`src/hw/rtl/mau_pkg.sv`:
```
// Package for the 256-bit modular arithmetic unit: item codes, operation codes,
// sequencer states and fixed primes. No dependencies.
`timescale 1ns / 1ps
package mau_pkg;

  localparam int unsigned OperandBitsDef = 256;
  localparam int unsigned LimbBitsDef    = 64;

  typedef enum logic [1:0] {
    KIND_LOAD_A = 2'd0,
    KIND_LOAD_B = 2'd1,
    KIND_LOAD_M = 2'd2,
    KIND_EXEC   = 2'd3
  } kind_e;

  typedef enum logic [2:0] {
    OP_MUL25519 = 3'd0,
    OP_MULP256  = 3'd1,
    OP_ADDP     = 3'd2,
    OP_SUBP     = 3'd3,
    OP_MULP     = 3'd4,
    OP_REDP     = 3'd5
  } op_e;

  typedef enum logic [2:0] {
    ST_IDLE,
    ST_MUL,
    ST_RED,
    ST_RED2,
    ST_FIX,
    ST_EMIT
  } state_e;

  // 2^255 - 19 and 2^256 - 2^224 + 2^192 + 2^96 - 1
  localparam logic [255:0] Prime25519 =
    256'h7FFFFFFF_FFFFFFFF_FFFFFFFF_FFFFFFFF_FFFFFFFF_FFFFFFFF_FFFFFFFF_FFFFFFED;
  localparam logic [255:0] PrimeP256 =
    256'hFFFFFFFF_00000001_00000000_00000000_00000000_FFFFFFFF_FFFFFFFF_FFFFFFFF;

  // Control word from the sequencer to the datapath
  typedef struct packed {
    logic step;   // perform one serial step
    logic start;  // capture the source for a new reduction
  } red_ctrl_t;

endpackage

```
`src/hw/rtl/mau_reducer.sv`:
```
// Bit-serial shift-subtract reducer: x mod m, one bit of x per cycle in which step is set.
// Depends on mau_pkg.
`timescale 1ns / 1ps
module mau_reducer import mau_pkg::*; #(
  parameter int unsigned OperandBits = OperandBitsDef
) (
  input  logic                     clk_i,
  input  logic                     rst_ni,
  input  red_ctrl_t                ctrl_i,
  input  logic [2*OperandBits-1:0] x_i,
  input  logic [OperandBits-1:0]   m_i,
  output logic [OperandBits-1:0]   r_o
);

  logic [2*OperandBits-1:0] x_q, x_d;
  logic [OperandBits:0]     r_q, r_d;
  logic [OperandBits+1:0]   sh;
  logic [OperandBits+1:0]   diff;

  always_comb begin
    x_d  = x_q;
    r_d  = r_q;
    sh   = {r_q, x_q[2*OperandBits-1]};
    diff = sh - {2'b00, m_i};
    if (ctrl_i.start) begin
      x_d = x_i;
      r_d = '0;
    end else if (ctrl_i.step) begin
      x_d = {x_q[2*OperandBits-2:0], 1'b0};
      // subtract when the shifted remainder reaches the modulus
      if (!diff[OperandBits+1]) begin
        r_d = diff[OperandBits:0];
      end else begin
        r_d = sh[OperandBits:0];
      end
    end
  end

  always_ff @(posedge clk_i or negedge rst_ni) begin
    if (!rst_ni) begin
      r_q <= '0;
    end else begin
      r_q <= r_d;
    end
  end

  always_ff @(posedge clk_i) begin
    x_q <= x_d;
  end

  assign r_o = r_q[OperandBits-1:0];

endmodule

```
`config.mk`:
```
export PLATFORM = sky130hd
export DESIGN_NAME = mau_reducer
export DESIGN_NICKNAME = d
export VERILOG_FILES = /design/src/hw/rtl/mau_pkg.sv /design/src/hw/rtl/mau_reducer.sv
export SDC_FILE = /design/constraint.sdc
export NUM_CORES = 2
export LEC_CHECK = 0
export BUFFER_PORTS_ARGS = -buffer_cell sky130_fd_sc_hd__buf_2
export CORE_AREA = 4 4 396 398
export CTS_BUF_LIST = sky130_fd_sc_hd__clkbuf_16
export DETAILED_ROUTE_END_ITERATION = 6
export DIE_AREA = 0 0 400 402
export GPL_TIMING_DRIVEN = 1
export MAX_ROUTING_LAYER = met4
export RECOVER_POWER = 100
export SYNTH_ARGS = -nofsm -noshare
export SYNTH_HDL_FRONTEND = slang
export SYNTH_SLANG_ARGS = --single-unit
```
`constraint.sdc`:
```
create_clock -name clk_i -period 9.6 [get_ports clk_i]
set_input_delay 1.92 -clock clk_i [delete_from_list [all_inputs] [get_ports clk_i]]
set_output_delay 1.92 -clock clk_i [all_outputs]
set_load 0.03 [all_outputs]
```
==> flow_summary.json <==
{
  "synth.distinct_cells": 91,
  "drive_gt1_share_pct": 22.0,
  "violations": "max-capacitance violations, max-slew violations",
  "place.gp.congestion": 1.03,
  "holdWs_ps": 526,
  "clkSinkCount": 769,
  "tightestPinTransition_ps": 5570,
  "firstDrtPassIters": 5,
  "synth_seq_cells": 769,
  "stdcell_count": 8744,
  "status": "complete, but fails checks",
  "final_max_slew_viol_count": 793,
  "fp.dieH_um": 402,
  "final.setup.worst_slack_ps": 1440,
  "antenna_found_initial": 74,
  "drc": 0,
  "synthCells": 6050,
  "ant_nets": 0,
  "final_util_pct": 40.9,
  "initial_core_util_pct": 36.1,
  "final_net_count": 7600,
  "async_flop_share_pct": 33.4,
  "yosysTopAreaCellShare_pct": 27.7,
  "syn_avg_cell_area_um2": 9.16,
  "crit_path_end_kind": "register",
  "seq_area_frac_synth_pct": 39.3,
  "die_x_um": 400,
  "crit_buf_inv": 3,
  "p_int_mw": 8.06,
  "h-tree-depth": 3,
  "yosysMostFrequentCell": "a21oi_1",
  "reg2reg_depth": 18,
  "clock_latency_ps": 730,
  "drt-initial-drc-count": 4696,
  "hold_path.class": "reg2reg",
  "synth_warnings": 0,
  "cts_buffers": 92,
  "fmax_ghz": 0.123,
  "ir_worst_vdd_v": 0.000287,
  "cts_resized": 0,
  "netSwitchingFraction_pct": 44.8,
  "finClkSkew_ps": 63.9,
  "min_from": "x_q[38]$_DFFE_PP_",
  "pre_cts_slack_ps": 1450,
  "path_max_fanout": 159,
  "ys_top_cells_by_count": "a21oi_1 (680), nor2_1 (568), mux2_2 (514)",
  "fin_crit_sh_pct": 85.0,
  "post-dp-hpwl_um": 191000,
  "synth_area_leaders": "edfxtp_1 (28%), dfrtp_1 (12%), mux2_2 (10%), a21oi_1 (6.1%), ha_1 (5.8%)",
  "finalSetupViolCount": 0,
  "timing.rr.start": "x_q[511]$_DFFE_PP_",
  "layout_min_cycle_time_ps": 8160,
  "maxCapViolations": 12,
  "ctsHoldBuffers": 0,
  "leakagePower_nw": 26.1,
  "p_clk_share_pct": 24.0,
  "place_area_um2": 60100,
  "crit_required_ps": 9970,
  "vias": 49863,
  "r2r-end": "r_q[230]$_DFFE_PN0P_",
  "via_per_inst": 5.70,
  "grt.total_usage_pct": 29.1,
  "synth_edf_count": 512,
  "synth_flop_cell": "edfxtp_1",
  "cpMaxStageDelayCell": "clkbuf_2",
  "dp.cells": 8521,
  "port-buffer-count": 1027,
  "post_drt_wl_per_cell_um": 27.4,
  "combPwrFrac_pct": 44.9,
  "finalHoldViolCount": 0,
  "seqPwrFrac_pct": 31.1,
  "grt-ovfl-total": 0,
  "cts_tree": "done",
  "hold_depth": 1,
  "grt_pass1_wl_um": 337000,
  "worst_ep_arrival_time_ps": 8530,
  "critical_path.cell_chain": "clkbuf_1, clkbuf_2, clkbuf_2, mux2_1",
  "grt_max_degree": 191,
  "rows": 144,
  "wirelength_um": 239000,
  "post_cts_buffers": 0,
  "rsz0062_at_grt": "false",
  "first_global_vias": 48292,
  "slowest_delay_ps": 2710,
  "syn_to_final_growth_pct": 13.3,
  "regToRegSetupSlack_ps": 2250,
  "clkTransAtPathRegs_ps": 60,
  "path_class": "in2reg",
  "p_sw_mw": 6.55,
  "slew_headroom_pct": -271,
  "cts_buffer_depth": 3,
  "power_density_nw_per_um2": 233,
  "hold_end": "x_q[39]$_DFFE_PP_",
  "crit_family": "buffers and inverters",
  "core_area_um2": 153000,
  "ioPinCount": 1028,
  "fillers": 15594,
  "cts_root_buf": "clkbuf_16",
  "synth_top_cell_by_area": "edfxtp_1",
  "worstSetupStartpointType": "input pin",
  "finalInstanceArea_um2": 62800,
  "syn_nets": 7079,
  "path_common_cell": "clkbuf_2",
  "netlist_area_um2": 55400,
  "die_area_um2": 161000
}
## power by group through the flow
stage               Sequential (mW)  Clock (mW)  Combinational, mW
CTS                            4.52        3.60               6.52
detailed placement             4.58           0               6.49
floorplan                      4.39           0               4.75
global placement               4.57           0               6.49
finish                         4.54        3.50               6.57
global route                   4.59        3.73               7.04
## final cells by class
type,instances,area [um2],area share (%)
well taps,2044,2560,4.07
inverters,366,1380,2.19
multi-input cells,4282,28800,45.9
clock buffers,92,2300,3.67
clock inverters,78,678,1.08
repair buffers,1060,5120,8.16
flip-flops and latches,769,21800,34.7
diodes,53,133,0.211
## layer usage
| layer | vias to the layer above | part of all wire (%) | track usage, % |
|---|---|---|---|
| met1 | 24427 | 41 | 36.8 |
| met5 | - | 0 | - |
| li1 | 22814 | - | - |
| met2 | 2177 | 45 | 45.6 |
| met4 | 0 | 4.6 | 11.0 |
| met3 | 445 | 8.8 | 6.67 |
## registers in the layout, indices dropped and copies added (netlist names)
register,count
r_q,257
x_q,512
## stage by stage
stage	total power, mW	TNS [ps]
global route	15.4	0
detailed placement	11.1	0
finish	14.6	0
global placement	11.1	0
floorplan	9.14	-484080
CTS	14.6	0
## worst max-delay path by stage
stage,slack [ps],startpoint,depth (start not counted),to
after CTS,2220,m_i[0],18,r_q[230]$_DFFE_PN0P_
after global placement,1540,m_i[0],18,r_q[230]$_DFFE_PN0P_
final,1440,ctrl_i[0],4,x_q[461]$_DFFE_PP_
after floorplan,-950,ctrl_i[0],5,x_q[0]$_SDFFCE_PN0P_
after global routing,870,ctrl_i[0],5,x_q[102]$_DFFE_PP_
after detailed placement,1450,m_i[0],18,r_q[230]$_DFFE_PN0P_
## placed cells by master (no fill, tap or decap), types with 110 or more instances in the layout
cell type and count:
ha_1 256, clkbuf_1 265, o21bai_1 110, mux2_2 490, buf_2 767, xnor2_1 159, a21o_1 113, dfrtp_1 257
a21oi_1 680, edfxtp_1 512, nor2_1 568, inv_1 377, a211oi_1 143, nand4_1 179, nand2_1 450, o21ai_0 378
## cell families after synthesis
kind of cell / share of synthesized area (%)
multiplexers: 10.9
flip-flops: 39.3
AO/OA/AOI/OAI: 19.3
XOR/XNOR: 3.66
buffers and inverters: 8.69
AND/OR/NAND/NOR: 12.3
adder cells (fa/ha/maj): 5.82
(Power assumes the default switching activity.)
